**config.mk**
```make
export PLATFORM = sky130hd
export DESIGN_NAME = wts_controller
export DESIGN_NICKNAME = d
export VERILOG_FILES = /design/src/design/wts_pkg.sv /design/src/design/wts_controller.sv
export VERILOG_INCLUDE_DIRS = /design/src /design/src/design
export SDC_FILE = /design/constraint.sdc
export NUM_CORES = 1
export LEC_CHECK = 0
export ABC_AREA = 1
export ABC_CLOCK_PERIOD_IN_PS = 2400
export BUFFER_PORTS_ARGS = -buffer_cell sky130_fd_sc_hd__buf_2
export CAP_MARGIN = 20
export CORE_AREA = 2 2 39 41
export CTS_CLUSTER_DIAMETER = 80
export DETAILED_ROUTE_END_ITERATION = 8
export DIE_AREA = 0 0 41 43
export PLACE_DENSITY = 0.33
export SETUP_SLACK_MARGIN = 0.4
export SLEW_MARGIN = 20
export SYNTH_ARGS = -nofsm -noshare
export SYNTH_HDL_FRONTEND = slang
export SYNTH_SLANG_ARGS = --single-unit
export TNS_END_PERCENT = 50
```
**constraint.sdc**
```tcl
create_clock -name clock -period 2.4 [get_ports clock]
set_clock_uncertainty 0.05 [all_clocks]
set_input_delay 0.24 -clock clock [delete_from_list [all_inputs] [get_ports clock]]
set_output_delay 0.24 -clock clock [all_outputs]
set_load 0.01 [all_outputs]
```
**src/design/weighted_table_sampler_assert.svh**
```systemverilog
// ----------------------------------------------------------------------------
// Weighted table sampler assertion macros
// Shared concurrent assertion forms, sampled on clock, disabled in reset.
// ----------------------------------------------------------------------------
`ifndef WEIGHTED_TABLE_SAMPLER_ASSERT_SVH
`define WEIGHTED_TABLE_SAMPLER_ASSERT_SVH

// consequent must hold in the same cycle
`define WTS_ASSERT_SAME(label, ante, cons, msg) \
   label: assert property (@(posedge clock) disable iff (reset) (ante) |-> (cons)) \
      else $error(msg);

// consequent must hold in the following cycle
`define WTS_ASSERT_NEXT(label, ante, cons, msg) \
   label: assert property (@(posedge clock) disable iff (reset) (ante) |=> (cons)) \
      else $error(msg);

`endif

```
**src/design/wts_pkg.sv**
```systemverilog
// ----------------------------------------------------------------------------
// Weighted table sampler package
// Widths, codes and controller/datapath command and status types.
// ----------------------------------------------------------------------------
package wts_pkg;

   localparam int TABLE_DEPTH = 256;
   localparam int INDEX_W     = $clog2(TABLE_DEPTH);
   localparam int COUNT_W     = 9;
   localparam int VALUE_W     = 16;
   localparam int WEIGHT_W    = 32;
   localparam int RANDOM_BITS = 32;
   localparam int SHIFT_W     = 5;
   localparam int CSR_INDEX_W = 4;
   localparam int CSR_DATA_W  = 32;

   localparam logic [COUNT_W-1:0] ENTRY_COUNT_RESET = COUNT_W'(1);
   localparam logic [COUNT_W-1:0] DEPTH_COUNT       = COUNT_W'(TABLE_DEPTH);

   typedef enum logic [0:0] {
      OP_LOAD = 1'b0,
      OP_DRAW = 1'b1
   } opcode_type;

   typedef enum logic [CSR_INDEX_W-1:0] {
      CSR_SHIFT_AMOUNT = CSR_INDEX_W'(0),
      CSR_ENTRY_COUNT  = CSR_INDEX_W'(1)
   } csr_index_type;

   typedef struct packed {
      logic load_en;
      logic draw_start;
      logic walk_en;
      logic post_en;
   } wts_cmd_type;

   typedef struct packed {
      logic hit;
      logic last_entry;
      logic zero_count;
      logic out_free;
   } wts_status_type;

endpackage

```
**src/design/wts_controller.sv**
```systemverilog
// ----------------------------------------------------------------------------
// Weighted table sampler controller
// Sequences request acceptance, the table walk and result posting.
// ----------------------------------------------------------------------------
module wts_controller (
   input  logic                    clock,
   input  logic                    reset,
   input  logic                    req_valid,
   input  logic                    req_opcode,
   output logic                    req_ready,
   input  wts_pkg::wts_status_type status,
   output wts_pkg::wts_cmd_type    cmd
);

   typedef enum logic [1:0] {
      S_IDLE,
      S_WALK,
      S_DONE
   } state_type;

   state_type state_ff;
   state_type state_in;
   logic      accept;
   logic      is_draw;

   assign req_ready = (state_ff == S_IDLE);
   assign accept    = req_valid && req_ready;
   assign is_draw   = (req_opcode == wts_pkg::OP_DRAW);

   always_comb begin
      cmd.load_en    = accept && !is_draw;
      cmd.draw_start = accept && is_draw;
      cmd.walk_en    = (state_ff == S_WALK);
      cmd.post_en    = (state_ff == S_DONE) && status.out_free;
   end

   always_comb begin
      state_in = state_ff;
      unique case (state_ff)
         S_IDLE: begin
            if (accept && is_draw) begin
               state_in = status.zero_count ? S_DONE : S_WALK;
            end
         end
         S_WALK: begin
            if (status.hit || status.last_entry) begin
               state_in = S_DONE;
            end
         end
         S_DONE: begin
            if (status.out_free) begin
               state_in = S_IDLE;
            end
         end
         default: state_in = S_IDLE;
      endcase
   end

   always_ff @(posedge clock) begin
      if (reset) begin
         state_ff <= S_IDLE;
      end else begin
         state_ff <= state_in;
      end
   end

`include "weighted_table_sampler_assert.svh"

   `WTS_ASSERT_NEXT(a_walk_holds, (state_ff == S_WALK && !status.hit && !status.last_entry), (state_ff == S_WALK), "walk left without hit or end of table")
   `WTS_ASSERT_NEXT(a_draw_leaves_idle, cmd.draw_start, (state_ff != S_IDLE), "draw request did not start a walk")
   `WTS_ASSERT_NEXT(a_post_returns_idle, cmd.post_en, (state_ff == S_IDLE), "posted result did not return to idle")

endmodule

```
; Word-level counts from Yosys, hierarchy flattened
; Cells that the tools add are included.
[totals]
register_bits = 2
input_bits = 8
out_inout_bits = 5
word_cells = 19
[classes]
eq_ne = 5
n_mux = 5
n_reduce_logical = 8
[ops]
columns = operator, n
row1 = $mux W2, 4
row2 = $pmux W2 S3, 1
row3 = $logic_and A1 B1 Y1, 4
row4 = $ne A2 B1 Y1 const B, 2
row5 = $reduce_and A3 Y1, 1
row6 = $eq A2 B1 Y1 const B, 1
row7 = $eq A2 B2 Y1 const B, 1
row8 = $logic_not A2 Y1, 1
row9 = $ne A2 B2 Y1 const B, 1
row10 = $logic_not A1 Y1, 1
row11 = $logic_or A1 B1 Y1, 1

; Longest topological paths before layout
; Gate-level depths: netlist (run 1).
[depth]
depth_word = 5
ltp_mapped = 5
mapped_depth_nobuf = 5

; Least setup slack after synthesis (run 1)
; OpenSTA, ideal clock, no wires.
[synth_timing]
path_kind = flip-flop to output port
startpoint = register state_ff[1]
endpoint = output port cmd[2] (netlist bit)
arrival_ps = 871
setup_slack_ps = 1239
path_stages_with_launch = 4
path_cell_list = dfxtp_1 -> nor2_1 -> nand2_1 -> nor2_1
[synth_lines]
columns = element, line_no
row1 = "start, declared", wts_controller.sv:21  ; state_type state_ff;
row2 = "start signal, assigned", wts_controller.sv:63  ; state_ff <= state_in;
row3 = "end, declared", wts_controller.sv:12  ; output wts_pkg::wts_cmd_type cmd

==> run metrics, run 1 <==
dpl hpwl=338 um; DP Worst Slack=1.26 ns; Synth Cell Area=146 um2; clk sink count=2; Top cell by count, worst path=nor2_1; synth warn=0; Layout Utilization=0.180; Biggest register=state_ff; Avg Inst Size Synth=5.86 um2; startpoint types=flip-flop; top-area cell type share of the netlist area=0.274; Critical Path Sink Type=output port; Skew-Pair Late Insertion Delay=0.22 ns; cell internal pwr=109 uW; CP max stage cell=dfxtp_1; Reg power frac=0.262; Die ar.=0.00176 mm2; post-synth net total=33; layout cells sized above 1=0.450; Yosys top cell by area=dfxtp_1; max reg flops=2; Starting Density=0.106; Final Hold Fails=0; DR WL/cell=slightly above 7 um; max-cap violation count=0; Crit path largest cell delay=0.34 ns; RR Endpoint=state_ff[0]; cts-stage hold buffer count=0; Tmin final=1.36 ns; Num CTS Buffers=3; power density over cell area=613 mW/mm2; maximum clock rate=around 0.73 GHz; Die Span X=41 um; RSZ-0062 raised after global routing=false; Fin Hold WS=0.137 ns; Regs by FF count=state_ff: 2 flops; Worst EP required=roughly 2.1 ns; main area contributors after synthesis=dfxtp_1 (27%), nor2_1 (18%), inv_1 (13%); Worst-path clk slew=roughly 0.03 ns; H-tree levels=1; gr ovfl total=0; first-pass GRT wire length=about 680 um; relative slew slack=0.858; routed vias/inst=3.55; Setup TNS Final=0 ns; Seq cells post-synth=2; Placer Congestion=0.651; nets=50; worst setup path class=reg -> out; Setup crit end=cmd[3]; CTS max path bufs=2; cell count after synthesis=25; Comb power frac=0.253; hold crit path type=in -> reg; ANT cells=0; Total Power=153 uW; Leakage=between 0.1 and 0.15 nW; Layout area overhead=70.1%; CP Max Fanout=5; worst reg-to-reg path cell count=5; arrival time worst endpoint=between 1 and 1.5 ns; Distinct cells, synth=11; Critical Path, Cell by Cell=nor2_1 -> nand2_1 -> nor2_1 -> buf_2; DR vias=199; Total Routing Usage GR=0.0601; outcome=finished, final reports clean; final period utilization=0.568; root buf cell=clkbuf_4; DRT Pass-1 Iters=4; Die Height=43 um; Routed WL=~400 um; Final setup viols=0; initial antenna violation count=0; Clock power frac=0.485; Net Sw Power=43.9 uW; Non-Filler Instances=56; Post CTS Setup Buffer Count=0; CTS tree=yes; post-layout instance area=249 um2; Routed Antenna Nets=0; I/O Buffers=12; DRT iter0 DRCs=3; DP Area=226 um2; Final WS setup=1.04 ns; worst reg2reg path startpoint=state_ff[0]; CORE AREA=0.00138 mm2; VDD IR max=192 uV; largest net degree at the start of global routing=6; Post-CTS Resized=0; actual slew at the worst max-slew pin=0.212 ns; sw frac=0.288; DP Cell Count=53; Top-Level Pins=13; Slew Viols, Final=0; Rows=14; reg2reg setup slack=1.43 ns; Crit. Startpoint=state_ff[1]; register area share after synthesis=0.274; remaining routing DRC violations=0; number of global-route vias before repair=208
==> cell usage in the layout, fill, tap and decap left out <==
cell type,n
dfxtp_1,2
clkbuf_4,3
nand4_1,2
nor3_1,1
inv_1,5
a21oi_1,2
buf_2,12
o21ai_2,1
nor2_2,1
nand2_1,2
nor2_1,7
nand3_1,1
nand2_2,1
==> per-layer routing <==
layer  up-vias  track usage  wire length, um
met5         -            0                0
met4         0       0.0600                0
met3         0       0.0314               29
met2         3       0.0969              228
met1        85       0.0446              142
li1        111            -                -
==> how the worst min path moves through the flow <==
stage               start     endpoint  cells past startpoint
floorplan           reset  state_ff[0]                      1
global route        reset  state_ff[1]                      2
global placement    reset  state_ff[1]                      2
detailed placement  reset  state_ff[0]                      2
finish              reset  state_ff[0]                      2
CTS                 reset  state_ff[0]                      2
==> cell usage after synthesis <==
cell type / number
inv_1: 5
nand3_1: 1
nand2_2: 1
a21oi_1: 2
nor2_2: 1
nand4_1: 2
o21ai_2: 1
nor3_1: 1
nand2_1: 2
nor2_1: 7
dfxtp_1: 2
==> power by group through the flow <==
stage | Sequential (mW) | Combinational (mW) | Clock (mW)
6_report | 0.0400 | 0.0386 | 0.0741
4_1_cts | 0.0400 | 0.0397 | 0.0812
3_3_place_gp | 0.0407 | 0.0398 | 0
2_1_floorplan | 0.0395 | 0.0240 | 0
3_5_place_dp | 0.0404 | 0.0396 | 0
5_1_grt | 0.0405 | 0.0442 | 0.0855
==> cells by family after synthesis <==
kind of cell | synth area share
AOI/OAI and AO/OA | 0.128
buffers and inverters | 0.128
and+or+nand+nor | 0.470
DFF | 0.274
==> critical path: cells and delay by family, from the launching register on <==
kind / cells / cell delay [ns]
AND/OR/NAND/NOR: 3 / 0.38
flip-flops: 1 / 0.34
buffers and inverters: 1 / 0.13
==> final cells by class <==
cell class | count | area [um2]
clock buffer | 3 | 22.5
fill | 176 | 1130
inverter | 5 | 18.8
multi-input combinational | 18 | 87.6
sequential | 2 | 40.0
tap | 16 | 20.0
timing repair buffer | 12 | 60.1
Note: power is estimated with default switching activity, not from simulation.
==> inputs of run 2 (changes only) <==
--- a/config.mk
+++ b/config.mk
@@ -7,7 +7,7 @@
 export NUM_CORES = 1
 export LEC_CHECK = 0
 export ABC_AREA = 1
-export ABC_CLOCK_PERIOD_IN_PS = 2400
+export ABC_CLOCK_PERIOD_IN_PS = 1380
 export BUFFER_PORTS_ARGS = -buffer_cell sky130_fd_sc_hd__buf_2
 export CAP_MARGIN = 20
 export CORE_AREA = 2 2 39 41
==> constraint.sdc (replaced) <==
create_clock -name clock -period 1.38 [get_ports clock]
set_clock_uncertainty 0.05 [all_clocks]
set_input_delay 0.138 -clock clock [delete_from_list [all_inputs] [get_ports clock]]
set_output_delay 0.138 -clock clock [all_outputs]
set_load 0.01 [all_outputs]
==> run metrics, run 2 (synthesized netlist as in run 1, its figures left out) <==
outcome=finished, final reports clean; actual slew at the worst max-slew pin=0.119 ns (-0.0926 ns); largest net degree at the start of global routing=6 (unchanged); DR WL/cell=7.81 um (+9.1%); commonest non-fill, non-tap cell in the layout=buf_2; Die Height=43 um (unchanged); RSZ-0062 raised after global routing=true; commonest non-fill, non-tap cells in the layout=buf_2 (12), nor2_1 (6), inv_1 (4), clkbuf_4 (3); startpoint types=flip-flop; clk sink count=2 (unchanged); Rows=14 (unchanged); remaining routing DRC violations=0 (unchanged); sw frac=0.293 (+0.00524); Routed Antenna Nets=0 (unchanged); worst reg-to-reg path cell count=6 (+1); Leakage=0.153 nW (+12%); Die ar.=0.00176 mm2 (unchanged); Die Span X=41 um (unchanged); DRT iter0 DRCs=3 (unchanged); CORE AREA=0.00138 mm2 (unchanged); cell internal pwr=204 uW (+87%); gr ovfl total=0 (unchanged); Starting Density=0.106 (unchanged); Critical Path Sink Type=output port; Tmin final=1.13 ns; reg2reg setup slack=0.30 ns (-1.13 ns); Filler Cells Inserted=172 (-2.3%); Register Area=45.0 um2 (+12%); hold path endpoint=state_ff[0]; Placer Congestion=0.555 (-15%); max reg flops=2 (unchanged); initial antenna violation count=0 (unchanged); relative slew slack=0.920 (+0.0620); first-pass GRT wire length=800 um (+18%); I/O Buffers=12 (unchanged); dpl hpwl=348 um (+3.1%); Net Sw Power=84.4 uW (+92%); DR vias=208 (+4.5%); Top-Level Pins=13 (unchanged); Fin Hold WS=0.0362 ns (-0.101 ns); multi-input logic area=103 um2 (+17%); CTS tree=yes; Critical Path, Cell by Cell=nor2_4 -> nand2_2 -> nor2_1 -> buf_2; hold path start=reset; Total Power=288 uW (+89%); Layout area overhead=95.7%; max-cap violation count=0 (unchanged); DRT Pass-1 Iters=2 (-2); VDD IR max=329 uV (+72%); power density over cell area=1010 mW/mm2 (+64%); WP depth=4 (unchanged); CTS max path bufs=2 (unchanged); crit-path leading delay family=flip-flops; CP Max Fanout=5 (unchanged); Total Routing Usage GR=0.0731 (+0.0131); Reg power frac=0.259 (-0.003); maximum clock rate=between 0.8 and 0.9 GHz; H-tree levels=1 (unchanged); Worst EP required=1.19 ns (-0.92 ns); Skew-Pair Late Insertion Delay=0.22 ns (about the same); RR Endpoint=state_ff[0]; Num CTS Buffers=3 (unchanged); cts-stage hold buffer count=0 (unchanged); Worst Hold Depth=2 (unchanged); final period utilization=0.821; Setup TNS Final=0 ns (unchanged); worst reg2reg path startpoint=state_ff[1]; Crit path largest cell delay=0.36 ns (+0.02 ns); CP max stage cell=dfxtp_4; Comb power frac=0.305 (+0.052); Final Hold Fails=0 (unchanged); Biggest register=state_ff; Worst-path clk slew=0.03 ns (about the same); Final setup viols=0 (unchanged); worst setup path class=reg -> out; root buf cell=clkbuf_4; routed vias/inst=3.59 (+0.92%); Clock power frac=0.436 (-0.049); number of global-route vias before repair=222 (+6.7%); hold crit path type=in -> reg; arrival time worst endpoint=0.94 ns (-0.13 ns); Regs by FF count=state_ff: 2 flops; Layout Utilization=0.207 (+0.0271); nets=52 (+4.0%); Slew Viols, Final=0 (unchanged); ANT cells=0 (unchanged); CP bufs+invs=1 (unchanged); Routed WL=453 um (+13%); layout cells sized above 1=0.619 (+0.169)
[run 2: worst max path at each step]
stage / end / slack (ns) / start
after global placement: state_ff[0] / 0.37 / state_ff[0]
final: cmd[3] / 0.25 / state_ff[1]
after CTS: cmd[2] / 0.22 / state_ff[1]
after detailed placement: cmd[0] / 0.39 / state_ff[1]
after floorplan: state_ff[0] / 0.40 / state_ff[0]
after global routing: cmd[2] / 0.17 / state_ff[0]
[run 2: final cells by class]
cell class | instances | share of cell area
sequential | 2 | 0.157
timing repair buffer | 14 | 0.262
multi-input combinational | 18 | 0.358
tap | 16 | 0.0699
inverter | 5 | 0.0742
clock buffer | 3 | 0.0786
[run 2: worst reg2reg max path, stage by stage, from the launching register on]
cell     delay [ns]
dfxtp_4        0.38
nor2_4         0.05
buf_4          0.13
buf_4          0.12
o21ai_2        0.05
nand4_1        0.09
a21oi_1        0.12
[run 2: metal layers]
metal / global-route usage / up-vias / wire, um
li1: - / 113 / -
met1: 0.0575 / 92 / 163
met2: 0.116 / 3 / 269
met3: 0.0785 / 0 / 21
met4: 0.0200 / 0 / 0
met5: 0 / - / 0
[run 2: power groups by stage]
stage | logic (mW) | registers (mW) | clock network (mW)
6_report | 0.0879 | 0.0745 | 0.126
4_1_cts | 0.0797 | 0.0726 | 0.135
3_5_place_dp | 0.0698 | 0.0710 | 0
3_3_place_gp | 0.0707 | 0.0718 | 0
2_1_floorplan | 0.0425 | 0.0695 | 0
5_1_grt | 0.0989 | 0.0756 | 0.147
[run 2: through the flow]
stage	instances	setup slack, ns	area, um2
detailed placement	53	0.391	229
CTS	57	0.222	272
finish	58	0.247	287
global route	58	0.168	287
floorplan	25	0.402	149
global placement	53	0.371	229
[run 2: repair_timing]
| action | in CTS | in global routing |
|---|---|---|
| endpoints found under the setup margin | 5 | 7 |
| pin swaps | 1 | 2 |
| resized for setup | 5 | 3 |
| buffers inserted | 1 | 1 |
==> inputs of run 3 (changes only) <==
--- a/config.mk
+++ b/config.mk
@@ -7,7 +7,7 @@
 export NUM_CORES = 1
 export LEC_CHECK = 0
 export ABC_AREA = 1
-export ABC_CLOCK_PERIOD_IN_PS = 1380
+export ABC_CLOCK_PERIOD_IN_PS = 1100
 export BUFFER_PORTS_ARGS = -buffer_cell sky130_fd_sc_hd__buf_2
 export CAP_MARGIN = 20
 export CORE_AREA = 2 2 39 41
==> constraint.sdc (replaced) <==
create_clock -name clock -period 1.1 [get_ports clock]
set_clock_uncertainty 0.05 [all_clocks]
set_input_delay 0.11 -clock clock [delete_from_list [all_inputs] [get_ports clock]]
set_output_delay 0.11 -clock clock [all_outputs]
set_load 0.01 [all_outputs]
==> run metrics, run 3 (synthesized netlist as in run 1, its figures left out) <==
gr ovfl total=0 (unchanged); largest net degree at the start of global routing=6 (unchanged); startpoint types=flip-flop; initial antenna violation count=0 (unchanged); DP Area=251 um2 (+9.8%); violated checks=hold timing, setup timing; Non-Filler Instances=59 (+1.7%); outcome=complete, but fails checks; commonest non-fill, non-tap cells in the layout=buf_2 (10), nor2_1 (6), inv_1 (4), clkbuf_4 (3); commonest non-fill, non-tap cell in the layout=buf_2; Fin Hold WS=-0.00561 ns (-0.0418 ns); root buf cell=clkbuf_4; Num CTS Buffers=3 (unchanged); routed vias/inst=3.61 (+0.67%); Regs by FF count=state_ff: 2 flops; final period utilization=1.01; Total Routing Usage GR=0.0541 (-0.0190); CTS tree=yes; hold crit path type=in -> reg; Die Height=43 um (unchanged); DR vias=213 (+2.4%); Routed Antenna Nets=0 (unchanged); VDD IR max=399 uV (+21%); Worst EP required=0.94 ns (-0.25 ns); Die ar.=0.00176 mm2 (unchanged); Worst-path clk slew=0.04 ns (about the same); Placer Congestion=0.644 (+16%); Total Power=398 uW (+38%); DR WL/cell=6.80 um (-13%); ANT cells=0 (unchanged); CTS max path bufs=2 (unchanged); max-cap violation count=0 (unchanged); power density over cell area=1270 mW/mm2 (+26%); DRT Pass-1 Iters=1 (-1); I/O Buffers=12 (unchanged); relative slew slack=0.918 (-0.00188); worst setup path class=reg -> out; Layout area overhead=115%; CP Max Fanout=4 (-1); RSZ-0062 raised after global routing=true; Final Hold Fails=1 (+1); Rows=14 (unchanged); Final WS setup=-0.00662 ns (-0.254 ns); DP Cell Count=53 (unchanged); CORE AREA=0.00138 mm2 (unchanged); arrival time worst endpoint=0.95 ns (about the same); Tmin final=1.11 ns; Top-Level Pins=13 (unchanged); Setup TNS Final=-0.00947 ns (-0.00947 ns); clk sink count=2 (unchanged); Final setup viols=2 (+2); remaining routing DRC violations=0 (unchanged); DP Worst Slack=0.176 ns (-0.216 ns); Slew Viols, Final=0 (unchanged); Critical Path Sink Type=output port; number of global-route vias before repair=175 (-21%); actual slew at the worst max-slew pin=0.122 ns (+0.00271 ns); Routed WL=401 um (-11%); Die Span X=41 um (unchanged); Starting Density=0.106 (unchanged); nets=52 (unchanged); Skew-Pair Late Insertion Delay=0.23 ns (about the same); post-layout instance area=314 um2 (+9.6%); Biggest register=state_ff; first-pass GRT wire length=600 um (-25%); DRT iter0 DRCs=0 (-3); dpl hpwl=336 um (-3.4%); maximum clock rate=0.904 GHz; H-tree levels=1 (unchanged); Layout Utilization=0.227 (+0.0199); max reg flops=2 (unchanged); Leakage=0.159 nW (+3.7%); layout cells sized above 1=0.628 (+0.00886)
-- run 3: changes by cell type in the layout (fill, tap and decap cells not counted) --
cell and change:
buf_2 -2, buf_6 +2, a21oi_1 -1, a21oi_2 +1, clkbuf_1 +1, dfxtp_2 -1
dfxtp_4 +1, nor2_2 -1, nor2_4 +1
-- run 3: layout make-up --
type / count / area, um2
multi-input combinational: 18 / 111
clock buffer: 4 / 26.3
timing repair buffer: 14 / 87.6
fill: 157 / 1070
sequential: 2 / 47.5
tap: 16 / 20.0
inverter: 5 / 21.3
-- run 3: worst paths after layout --
path,slack [ns],start,depth (start not counted),to
hold reg to reg,0.54,state_ff[1],3,state_ff[1]
hold / removal,-0.006,reset,2,state_ff[0]
setup reg to reg,0.13,state_ff[0],5,state_ff[0]
setup / recovery,-0.007,state_ff[0],4,cmd[2]
-- run 3: metal layers --
| metal | vias to the layer above | GRT usage | part of all wire |
|---|---|---|---|
| li1 | 117 | - | - |
| met5 | - | 0 | 0 |
| met2 | 8 | 0.0813 | 0.51 |
| met3 | 2 | 0.0157 | 0.092 |
| met4 | 0 | 0.0600 | 0.032 |
| met1 | 86 | 0.0511 | 0.36 |
-- run 3: what timing repair did --
item	4_1_cts	5_1_grt
resized for setup	4	1
setup endpoints to repair	7	7
pin swaps	5	5
hold endpoints to repair	1	1
buffers inserted	2	0
-- run 3: worst max-delay path, cell delays in order, from the launching register on --
cell     delay (ns)
dfxtp_4        0.36
nor2_4         0.09
nand2_2        0.05
nor2_1         0.08
buf_2          0.13
-- run 3: power breakdown --
group	total (mW)	switching [mW]	internal, mW
clock	0.184	0.0492	0.135
combinational	0.122	0.0576	0.0646
sequential	0.0911	0.0118	0.0793
